==> config.mk <==
export PLATFORM = sky130hd
export DESIGN_NAME = counting_semaphore_wait_unit
export DESIGN_NICKNAME = d
export VERILOG_FILES = /design/src/rtl/core/csw_pkg.sv /design/src/rtl/core/csw_ctrl.sv /design/src/rtl/core/csw_dp.sv /design/src/rtl/core/counting_semaphore_wait_unit.sv
export SDC_FILE = /design/constraint.sdc
export NUM_CORES = 1
export LEC_CHECK = 0
export ABC_AREA = 1
export BUFFER_PORTS_ARGS = -buffer_cell sky130_fd_sc_hd__buf_2
export CORE_MARGIN = 5
export CORE_UTILIZATION = 70
export CTS_BUF_LIST = sky130_fd_sc_hd__clkbuf_8
export DETAILED_ROUTE_END_ITERATION = 12
export PLACE_DENSITY = 0.88
export SETUP_SLACK_MARGIN = 0.05
export SLEW_MARGIN = 40
export SYNTH_ARGS = -nofsm -noshare
export SYNTH_HDL_FRONTEND = slang
export SYNTH_SLANG_ARGS = --single-unit
==> constraint.sdc <==
create_clock -name clk_i -period 4.03 [get_ports clk_i]
set_input_delay 0.2015 -clock clk_i [delete_from_list [all_inputs] [get_ports clk_i]]
set_output_delay 0.2015 -clock clk_i [all_outputs]
set_load 0.005 [all_outputs]
==> src/rtl/core/csw_pkg.sv <==
// Types and constants of the counting semaphore wait unit.
// No dependencies; used by every module of the unit.
package csw_pkg;

  localparam logic [1:0] REQ_INIT   = 2'd0;
  localparam logic [1:0] REQ_WAIT   = 2'd1;
  localparam logic [1:0] REQ_SIGNAL = 2'd2;

  localparam logic signed [15:0] CNT_MIN = 16'sh8000;
  localparam logic signed [15:0] CNT_MAX = 16'sh7fff;

  typedef struct packed {
    logic [1:0]         req_type;
    logic [2:0]         sem_id;
    logic signed [15:0] init_value;
    logic [3:0]         caller_thread;
  } csw_req_t;

  typedef struct packed {
    logic               caller_blocked;
    logic               wake_valid;
    logic [3:0]         wake_thread;
    logic signed [15:0] new_count;
  } csw_rsp_t;

  typedef struct packed {
    logic load;
    logic exec;
    logic scan;
  } csw_cmd_t;

  typedef struct packed {
    logic need_scan;
    logic scan_hit;
    logic scan_last;
  } csw_status_t;

  typedef enum logic [3:0] {
    ST_IDLE = 4'b0001,
    ST_EXEC = 4'b0010,
    ST_SCAN = 4'b0100,
    ST_DONE = 4'b1000
  } csw_state_e;

endpackage

==> src/rtl/core/csw_ctrl.sv <==
// Controller state machine of the counting semaphore wait unit.
// Depends on csw_pkg; drives the datapath csw_dp through command signals.
module csw_ctrl import csw_pkg::*; (
  input  logic        clk_i,
  input  logic        rst_ni,
  input  logic        start,
  output logic        busy,
  output logic        result_valid_o,
  output csw_cmd_t    cmd_o,
  input  csw_status_t status_i
);

  csw_state_e state_q, state_d;

  always_comb begin
    state_d = state_q;
    unique case (state_q)
      ST_IDLE: if (start) state_d = ST_EXEC;
      ST_EXEC: state_d = status_i.need_scan ? ST_SCAN : ST_DONE;
      ST_SCAN: if (status_i.scan_hit || status_i.scan_last) state_d = ST_DONE;
      ST_DONE: state_d = ST_IDLE;
      default: state_d = ST_IDLE;
    endcase
  end

  always_ff @(posedge clk_i or negedge rst_ni) begin
    if (!rst_ni) begin
      state_q <= ST_IDLE;
    end else begin
      state_q <= state_d;
    end
  end

  assign busy           = (state_q != ST_IDLE);
  assign result_valid_o = (state_q == ST_DONE);
  assign cmd_o.load     = (state_q == ST_IDLE) && start;
  assign cmd_o.exec     = (state_q == ST_EXEC);
  assign cmd_o.scan     = (state_q == ST_SCAN);

endmodule

==> src/rtl/core/csw_dp.sv <==
// Datapath of the counting semaphore wait unit: counts, thread table, ring scan.
// Depends on csw_pkg; commanded by csw_ctrl.
module csw_dp import csw_pkg::*; #(
  parameter int NUM_SEMS    = 8,
  parameter int NUM_THREADS = 16
) (
  input  logic        clk_i,
  input  logic        rst_ni,
  input  csw_req_t    req_i,
  input  csw_cmd_t    cmd_i,
  output csw_status_t status_o,
  output csw_rsp_t    result_o
);

  localparam int SIW = (NUM_SEMS > 1) ? $clog2(NUM_SEMS) : 1;
  localparam int TIW = $clog2(NUM_THREADS);
  localparam logic [TIW-1:0] LAST_IDX = TIW'(NUM_THREADS - 1);

  logic signed [15:0] count_q [NUM_SEMS];
  logic signed [15:0] count_d [NUM_SEMS];
  logic               blocked_q [NUM_THREADS];
  logic               blocked_d [NUM_THREADS];
  logic [2:0]         wsem_q [NUM_THREADS];
  logic [2:0]         wsem_d [NUM_THREADS];
  csw_req_t           req_q, req_d;
  csw_rsp_t           rsp_q, rsp_d;
  logic [TIW-1:0]     ptr_q, ptr_d;
  logic [TIW-1:0]     steps_q, steps_d;

  logic               sem_ok, caller_ok;
  logic [SIW-1:0]     sidx;
  logic [TIW-1:0]     cidx;
  logic signed [15:0] cur_cnt, dec_cnt, inc_cnt;

  assign sem_ok    = (32'(req_q.sem_id) < NUM_SEMS);
  assign caller_ok = (32'(req_q.caller_thread) < NUM_THREADS);
  assign sidx      = SIW'(req_q.sem_id);
  assign cidx      = TIW'(req_q.caller_thread);
  assign cur_cnt   = count_q[sidx];
  assign dec_cnt   = (cur_cnt == CNT_MIN) ? CNT_MIN : cur_cnt - 16'sd1;
  assign inc_cnt   = (cur_cnt == CNT_MAX) ? CNT_MAX : cur_cnt + 16'sd1;

  assign status_o.need_scan = sem_ok && caller_ok && (req_q.req_type == REQ_SIGNAL);
  assign status_o.scan_hit  = blocked_q[ptr_q] && (wsem_q[ptr_q] == req_q.sem_id);
  assign status_o.scan_last = (steps_q == LAST_IDX);

  always_comb begin
    count_d   = count_q;
    blocked_d = blocked_q;
    wsem_d    = wsem_q;
    req_d     = req_q;
    rsp_d     = rsp_q;
    ptr_d     = ptr_q;
    steps_d   = steps_q;
    if (cmd_i.load) begin
      req_d = req_i;
    end
    if (cmd_i.exec) begin
      rsp_d = '0;
      if (sem_ok) begin
        rsp_d.new_count = cur_cnt;
        unique case (req_q.req_type)
          REQ_INIT: begin
            count_d[sidx]   = req_q.init_value;
            rsp_d.new_count = req_q.init_value;
          end
          REQ_WAIT: begin
            if (caller_ok) begin
              count_d[sidx]   = dec_cnt;
              rsp_d.new_count = dec_cnt;
              if (dec_cnt[15]) begin
                blocked_d[cidx]      = 1'b1;
                wsem_d[cidx]         = req_q.sem_id;
                rsp_d.caller_blocked = 1'b1;
              end
            end
          end
          REQ_SIGNAL: begin
            if (caller_ok) begin
              count_d[sidx]   = inc_cnt;
              rsp_d.new_count = inc_cnt;
              ptr_d           = (cidx == LAST_IDX) ? '0 : cidx + 1'b1;
              steps_d         = TIW'(1);
            end
          end
          default: ;
        endcase
      end
    end
    if (cmd_i.scan) begin
      if (status_o.scan_hit) begin
        blocked_d[ptr_q]  = 1'b0;
        rsp_d.wake_valid  = 1'b1;
        rsp_d.wake_thread = 4'(ptr_q);
      end else begin
        ptr_d   = (ptr_q == LAST_IDX) ? '0 : ptr_q + 1'b1;
        steps_d = steps_q + 1'b1;
      end
    end
  end

  always_ff @(posedge clk_i or negedge rst_ni) begin
    if (!rst_ni) begin
      for (int i = 0; i < NUM_SEMS; i++) begin
        count_q[i] <= '0;
      end
      for (int i = 0; i < NUM_THREADS; i++) begin
        blocked_q[i] <= 1'b0;
        wsem_q[i]    <= '0;
      end
      ptr_q   <= '0;
      steps_q <= '0;
    end else begin
      count_q   <= count_d;
      blocked_q <= blocked_d;
      wsem_q    <= wsem_d;
      ptr_q     <= ptr_d;
      steps_q   <= steps_d;
    end
  end

  always_ff @(posedge clk_i) begin
    req_q <= req_d;
    rsp_q <= rsp_d;
  end

  assign result_o = rsp_q;

endmodule

==> src/rtl/core/counting_semaphore_wait_unit.sv <==
// Counting semaphore wait unit: one request at a time, one result per request.
// Init and wait go from accept through the exec state to the result strobe; a valid
// signal also scans the ring until it wakes a thread blocked on the semaphore or has
// examined every other thread. A new request is taken the cycle after the strobe.
// Reset clears all counts and the blocked-thread table; no result is pending.
// Depends on csw_pkg, csw_ctrl and csw_dp.
module counting_semaphore_wait_unit import csw_pkg::*; #(
  parameter int NUM_SEMS    = 8,
  parameter int NUM_THREADS = 16
) (
  input  logic     clk_i,
  input  logic     rst_ni,
  input  logic     start,
  output logic     busy,
  input  csw_req_t req_i,
  output logic     result_valid_o,
  output csw_rsp_t result_o
);

  csw_cmd_t    cmd;
  csw_status_t status;

  csw_ctrl u_csw_ctrl (
    .clk_i          (clk_i),
    .rst_ni         (rst_ni),
    .start          (start),
    .busy           (busy),
    .result_valid_o (result_valid_o),
    .cmd_o          (cmd),
    .status_i       (status)
  );

  csw_dp #(
    .NUM_SEMS    (NUM_SEMS),
    .NUM_THREADS (NUM_THREADS)
  ) u_csw_dp (
    .clk_i    (clk_i),
    .rst_ni   (rst_ni),
    .req_i    (req_i),
    .cmd_i    (cmd),
    .status_o (status),
    .result_o (result_o)
  );

endmodule

==> results.py, run 1 <==
metrics = {
    "setup_path": {
        "cp_max_fo": 15,
        "critPathTopFamily": "simple AND/OR/NAND/NOR gates",
        "cp.arrival_ns": 4.09,
        "crit_required_ns": 4.51,
        "path_buf_inv": 3,
        "critPathLaunchType": "register",
        "crit_path_top_delay_cell": "edfxtp_1",
        "worstSetupEndpointType": "register",
        "worst_path_largest_cell_delay_ns": 0.71,
        "crit_top_cell": "nand3_1",
        "worstPathCellList": "inv_2 > nor2_4 > nand3_1 > nand2_2 > nor2_8 > inv_1 > ha_1 > inv_1 > nor2_2 > nand3_2 > nor2_2 > nand2_2 > nand3_1 > nand2_1 > nand3_1 > nand2_1 > a21oi_1",
        "worstSetupPathType": "reg2reg",
        "r2r_slack_ns": 0.42,
    },
    "synth": {
        "yosysWarnings": 0,
        "synth.top_cell.area_share": 0.314,
        "synth_top_area_cell": "dfrtp_1",
        "synth_cell_types": 53,
        "syn-cell-area_sq_um": 16200,
        "synth_area_leaders": "dfrtp_1 31%, nand2_1 12%, nor2_1 9.0%",
        "ys_seq_elements": 251,
        "ys_seq_area_frac": 0.400,
        "syn_area_per_cell_sq_um": 7.19,
        "syn_inst": 2251,
        "syn_nets": 2295,
    },
    "drt": {
        "wire_per_inst_microns": 20.0,
        "vias": 16591,
        "drc": 0,
        "first_iter_violations": 2675,
        "drt_wl_total_mm": 52.6,
        "ant_nets": 0,
        "drtPass1Iterations": 8,
        "routed_via_density": 6.31,
    },
    "grt": {
        "grt_start_max_net_pins": 97,
        "first_global_vias": 15900,
        "grt_first_pass_wirelength_mm": 83.6,
        "track_usage": 0.399,
        "antenna_found_initial": 0,
        "gr-total-overflow": 0,
    },
    "floorplan": {
        "start_util": 0.713,
        "io-pin-count": 52,
        "core_area_sq_um": 22700,
        "die_h_microns": 162,
        "row_count": 55,
        "fp.dieArea_sq_um": 26300,
        "die_w_microns": 162,
    },
    "timing": {
        "rsz0062_at_grt": "false",
        "finalCritPeriodShare": 0.897,
        "slew_headroom": 0.409,
        "finClkSkew_ns": 0.0202,
        "hold_viol_final": 0,
        "drv_slew": 0,
        "tightest_slew_ns": 0.883,
        "setup-tns-final_ns": 0,
        "finalSetupViolCount": 0,
        "fmax_ghz": 0.277,
        "fin_crit_ns": 3.61,
    },
    "power": {
        "seq_power_share": 0.306,
        "p_leak_uw": 0.00858,
        "p_total_uw": 13300,
        "clockPowerShare": 0.172,
        "power_density_nw_per_um2": 758,
        "p_switching_uw": 6420,
        "p_int_uw": 6920,
        "comb_power_share": 0.523,
        "irDropWorstVdd_uv": 688,
        "power.share.switching": 0.481,
    },
    "outcome": {
        "status": "finished clean",
    },
    "clock_network": {
        "clkLatencyLatePin_ns": 0.57,
        "cts_tree": "built",
        "clock_path_buffers": 3,
        "h-tree-depth": 2,
        "cts_resized": 0,
        "clockRootBuffer": "clkbuf_8",
        "cts_made_buffers": 43,
        "clkTransAtPathRegs_ns": 0.06,
        "clkSinkCount": 251,
    },
    "min_path": {
        "min_path_type": "in2async",
    },
    "placed_design": {
        "gp_congestion": 1.04,
        "dp_hpwl_mm": 35.0,
        "placement.io_buffers": 51,
        "place_area_sq_um": 16500,
    },
    "final_layout": {
        "antennaDiodeCount": 0,
        "drive_above_1_share": 0.122,
        "area_growth_pct": 8.79,
        "fin_util": 0.775,
        "stdcell_area_sq_um": 17600,
        "fillers": 1736,
        "final_nets": 2364,
    },
    "run": {
        "maxCapViolCount": 0,
    },
}
[cell usage after synthesis, drive strengths merged]
cell and number:
and2 3, clkbuf 25, dlygate4sd1 11, a31oi 3, ha 16, or2 3
o211ai 1, nor4 1, buf 55, nand3 222, dfstp 1, xnor2 2
nand3b 1, a22oi 45, dlygate4sd3 3, o21bai 1, clkinv 3, nand2 565
o21a 13, nor2 416, inv 215, edfxtp 42, o21ai 138, dfrtp 203
nor3 3, a21oi 216, a32oi 5, o22ai 12, dfxtp 5, xor2 8
nand4 14
[stage by stage]
stage,worst slack (ns),instances,hold WS (ns)
floorplan,1.32,2251,-0.0941
global placement,0.647,2532,0.321
CTS,0.512,2629,0.318
global route,0.172,2630,0.349
detailed placement,0.535,2532,0.324
finish,0.417,2630,0.261
[layer usage]
layer / vias up / global-route usage / routed length [microns]
li1: 7459 / - / -
met1: 7633 / 0.483 / 18800
met2: 1163 / 0.649 / 24300
met3: 336 / 0.0665 / 4970
met4: 0 / 0.284 / 4570
met5: - / 0 / 0
[timing repair]
| action | in CTS | in global routing |
|---|---|---|
| setup buffers | 0 | 0 |
| endpoints found under the setup margin | 0 | 0 |
| hold endpoints to repair | 119 | 0 |
| hold buffers | 27 | 0 |
[worst reg2reg max path, stage by stage, from the launching register on]
cell      delay, ns
edfxtp_1       0.71
inv_2          0.25
nor2_4         0.30
nand3_1        0.15
nand2_2        0.15
nor2_8         0.07
inv_1          0.10
ha_1           0.18
inv_1          0.06
nor2_2         0.17
nand3_2        0.19
nor2_2         0.28
nand2_2        0.15
nand3_1        0.10
nand2_1        0.26
nand3_1        0.23
nand2_1        0.08
a21oi_1        0.12
[state kept, by name, indices dropped and copies added, names as in the netlist, 4 cells and up]
signal / cells
u_csw_ctrl.state_q: 4
u_csw_dp.blocked_q: 16
u_csw_dp.cidx: 4
u_csw_dp.count_q: 128
u_csw_dp.ptr_q: 4
u_csw_dp.req_q: 18
u_csw_dp.result_o: 22
u_csw_dp.steps_q: 4
u_csw_dp.wsem_q: 48
[power by group through the flow]
stage / registers (uW) / clock network, uW / logic (uW)
after floorplan: 3910 / 0 / 5080
after global placement: 4050 / 0 / 6450
after detailed placement: 4080 / 0 / 6650
after CTS: 4040 / 2270 / 6720
after global routing: 4150 / 2410 / 7630
final: 4080 / 2290 / 6970
[final cells by class]
| class | instances | area, sq um | area share |
|---|---|---|---|
| inverters | 218 | 840 | 0.0477 |
| multi-input cells | 1688 | 8260 | 0.469 |
| clock buffers | 52 | 716 | 0.0407 |
| repair buffers | 118 | 871 | 0.0495 |
| clock inverters | 18 | 98.8 | 0.00561 |
| flip-flops and latches | 251 | 6470 | 0.367 |
| well taps | 285 | 357 | 0.0203 |
[final timing paths]
kind / from / endpoint / cells after the start
max reg2reg: u_csw_dp.sidx[2]$_DFFE_PP_ / u_csw_dp.count_q[24]$_DFFE_PN0P_ / 17
min in group clk_i: req_i[11] / u_csw_dp.req_q[11]$_DFFE_PP_ / 2
max: u_csw_dp.sidx[2]$_DFFE_PP_ / u_csw_dp.count_q[24]$_DFFE_PN0P_ / 17
max in group asynchronous: rst_ni / u_csw_dp.count_q[113]$_DFFE_PN0P_ / 3
min: rst_ni / u_csw_dp.steps_q[1]$_DFF_PN0_ / 2
min reg2reg: u_csw_dp.wsem_q[42]$_DFFE_PN0P_ / u_csw_dp.wsem_q[42]$_DFFE_PN0P_ / 2
[layout by cell type (no fill, tap or decap), types with 3 or more instances in the layout]
cell type / n
a21oi_1: 213
a21oi_2: 3
a22oi_1: 27
a22oi_2: 18
a31oi_1: 3
a32oi_1: 5
and2_1: 3
buf_12: 3
buf_2: 51
buf_4: 36
clkbuf_8: 52
clkinv_1: 7
clkinv_2: 5
dfrtp_1: 203
dfxtp_1: 5
dlygate4sd3_1: 27
edfxtp_1: 42
ha_1: 15
inv_1: 210
inv_2: 10
nand2_1: 525
nand2_2: 36
nand2_4: 3
nand3_1: 202
nand3_2: 9
nand3_4: 11
nand4_1: 14
nor2_1: 385
nor2_2: 19
nor2_4: 10
o21a_1: 13
o21ai_0: 98
o21ai_1: 33
o21ai_4: 7
o22ai_1: 12
or2_2: 3
xor2_1: 8
[logic make-up after synthesis]
logic type      synth area share
fa+ha+maj                 0.0124
compound gates             0.157
simple gates               0.335
xor+xnor                 0.00541
flops                      0.400
buf+inv                   0.0906
Note: power is estimated with default switching activity, not from simulation.
==> run 2: changes to the inputs <==
--- a/config.mk
+++ b/config.mk
@@ -12,6 +12,7 @@
 export CTS_BUF_LIST = sky130_fd_sc_hd__clkbuf_8
 export DETAILED_ROUTE_END_ITERATION = 12
 export PLACE_DENSITY = 0.88
+export REMOVE_ABC_BUFFERS = 1
 export SETUP_SLACK_MARGIN = 0.05
 export SLEW_MARGIN = 40
 export SYNTH_ARGS = -nofsm -noshare
==> run 2 against run 1 <==
Hold slack worse by 0.030 ns. Critical path depth down 3. Via count shrank 0.37%. Global-route usage shrank 0.91 points. Register-to-register slack lost 0.26 ns. Die area is the same. Flip-flop and latch count unchanged. First-iteration DRC count decreased by 1.0%. Sequential share of layout area is 0.11 points lower. Fmax decreased by 6.7%. Final cell count rose by 0.27%. Cell area up 0.31%. Critical path type unchanged. Highest routed layer unchanged.
==> results.py, run 2 (synthesis gave the netlist of run 1 again) <==
metrics = {
    "grt": {
        "top_usage_layer": "met2",
        "grt_start_max_net_pins": 94,
        "grt_first_pass_wirelength_mm": 82.1,
        "use_met3": 0.0911,
        "first_global_vias": 15805,
        "globalRouteMet1Util": 0.494,
        "gr-total-overflow": 0,
        "track_usage": 0.390,
        "antenna_found_initial": 0,
        "grtUsageMet2": 0.633,
    },
    "drt": {
        "routed_via_density": 6.27,
        "drc": 0,
        "ant_nets": 0,
        "wire_per_inst_microns": 19.7,
        "drt_wl_total_mm": 51.8,
        "drtPass1Iterations": 8,
        "first_iter_violations": 2648,
        "vias": 16529,
    },
    "clock_network": {
        "clkSinkCount": 251,
        "h-tree-depth": 2,
        "clkLatencyLatePin_ns": 0.58,
        "post-cts-setup-buffers": 0,
        "cts_resized": 0,
        "clockRootBuffer": "clkbuf_8",
        "clkTransAtPathRegs_ns": 0.07,
        "cts_made_buffers": 44,
        "clock_path_buffers": 3,
        "cts-hold-fix-buffers": 27,
        "cts_tree": "built",
    },
    "final_layout": {
        "fin_cells": 2637,
        "layout_commonest_cell": "nand2_1",
        "final_nets": 2362,
        "drive_above_1_share": 0.121,
        "mostFrequentLayoutCells": "525 x nand2_1, 384 x nor2_1, 217 x inv_1",
        "fin_util": 0.778,
        "fillers": 1698,
        "largest_reg_flops": 128,
        "area_growth_pct": 9.13,
        "regMostFlops": "u_csw_dp.count_q",
        "stdcell_area_sq_um": 17700,
        "antennaDiodeCount": 0,
    },
    "placed_design": {
        "dp_hpwl_mm": 35.1,
        "dp_cells": 2530,
        "placement.io_buffers": 51,
        "gp_congestion": 0.990,
        "place_area_sq_um": 16500,
    },
    "run": {
        "maxCapViolCount": 0,
    },
    "setup_path": {
        "cp.arrival_ns": 4.21,
        "worstSetupEndpointType": "register",
        "critPathTopFamily": "simple AND/OR/NAND/NOR gates",
        "crit_top_cell": "nor2_2",
        "crit_path_top_delay_cell": "edfxtp_1",
        "crit_required_ns": 4.36,
        "critPathLaunchType": "register",
        "cp_max_fo": 9,
        "worstSetupPathType": "reg2reg",
        "worstPathCellList": "nor2_2 > nand3_1 > nand2_2 > nor2_8 > inv_1 > ha_1 > inv_1 > nor2_2 > nand2_1 > nor2_2 > nand3b_1 > nand2_1 > nand3_1 > a32oi_1",
        "worst_path_largest_cell_delay_ns": 0.66,
        "path_buf_inv": 2,
    },
    "timing": {
        "finalCritPeriodShare": 0.961,
        "rsz0062_at_grt": "false",
        "finalSetupViolCount": 0,
        "hold_viol_final": 0,
        "tightest_slew_ns": 0.857,
        "drv_slew": 0,
        "setup-tns-final_ns": 0,
        "slew_headroom": 0.427,
        "fmax_ghz": 0.258,
        "finClkSkew_ns": 0.0384,
        "fin_crit_ns": 3.87,
    },
    "floorplan": {
        "start_util": 0.713,
        "die_h_microns": 162,
        "fp.dieArea_sq_um": 26300,
        "die_w_microns": 162,
        "core_area_sq_um": 22700,
        "io-pin-count": 52,
        "row_count": 55,
    },
    "power": {
        "irDropWorstVdd_uv": 616,
        "p_leak_uw": 0.00862,
        "p_total_uw": 13400,
        "power_density_nw_per_um2": 757,
    },
    "outcome": {
        "status": "finished clean",
    },
    "min_path": {
        "min_path_type": "in2async",
    },
}
==> run 2: path summary, 6_finish.rpt <==
check	startpoint	to	slack, ns	cells after the start
min	rst_ni	u_csw_dp.steps_q[0]$_DFF_PN0_	0.23	2
max in group asynchronous	rst_ni	u_csw_dp.count_q[102]$_DFFE_PN0P_	2.69	3
min in group clk_i	req_i[7]	u_csw_dp.req_q[7]$_DFFE_PP_	0.35	2
min reg2reg	u_csw_dp.result_o[20]$_DFF_P_	u_csw_dp.result_o[20]$_DFF_P_	0.46	2
max reg2reg	u_csw_dp.sidx[2]$_DFFE_PP_	u_csw_dp.result_o[12]$_DFFE_PP_	0.16	14
max	u_csw_dp.sidx[2]$_DFFE_PP_	u_csw_dp.result_o[12]$_DFFE_PP_	0.16	14
==> run 2: routing by layer <==
metal | wire [microns] | part of all wire | vias to the layer above
met5 | 0 | 0 | -
met4 | 2520 | 0.049 | 0
met3 | 6220 | 0.12 | 218
met2 | 24100 | 0.46 | 1196
met1 | 19000 | 0.37 | 7647
li1 | - | - | 7468
==> run 2: through the flow <==
stage / hold WS (ns) / worst slack, ns
2_1_floorplan: -0.0941 / -0.568
3_3_place_gp: 0.322 / 0.215
3_5_place_dp: 0.322 / 0.355
4_1_cts: 0.308 / 0.359
5_1_grt: 0.323 / 0.0852
6_report: 0.231 / 0.158
==> run 2: layout make-up <==
class / instances / area (sq um) / area share
repair buffers: 115 / 836 / 0.0473
well taps: 285 / 357 / 0.0202
flip-flops and latches: 251 / 6470 / 0.366
clock buffers: 54 / 743 / 0.0421
clock inverters: 26 / 154 / 0.00871
multi-input cells: 1688 / 8260 / 0.468
inverters: 218 / 840 / 0.0475
==> run 2: power by group <==
group / switching (uW) / internal, uW
Clock: 1080 / 1330
Combinational: 4720 / 2180
Sequential: 552 / 3510
Total: 6350 / 7020
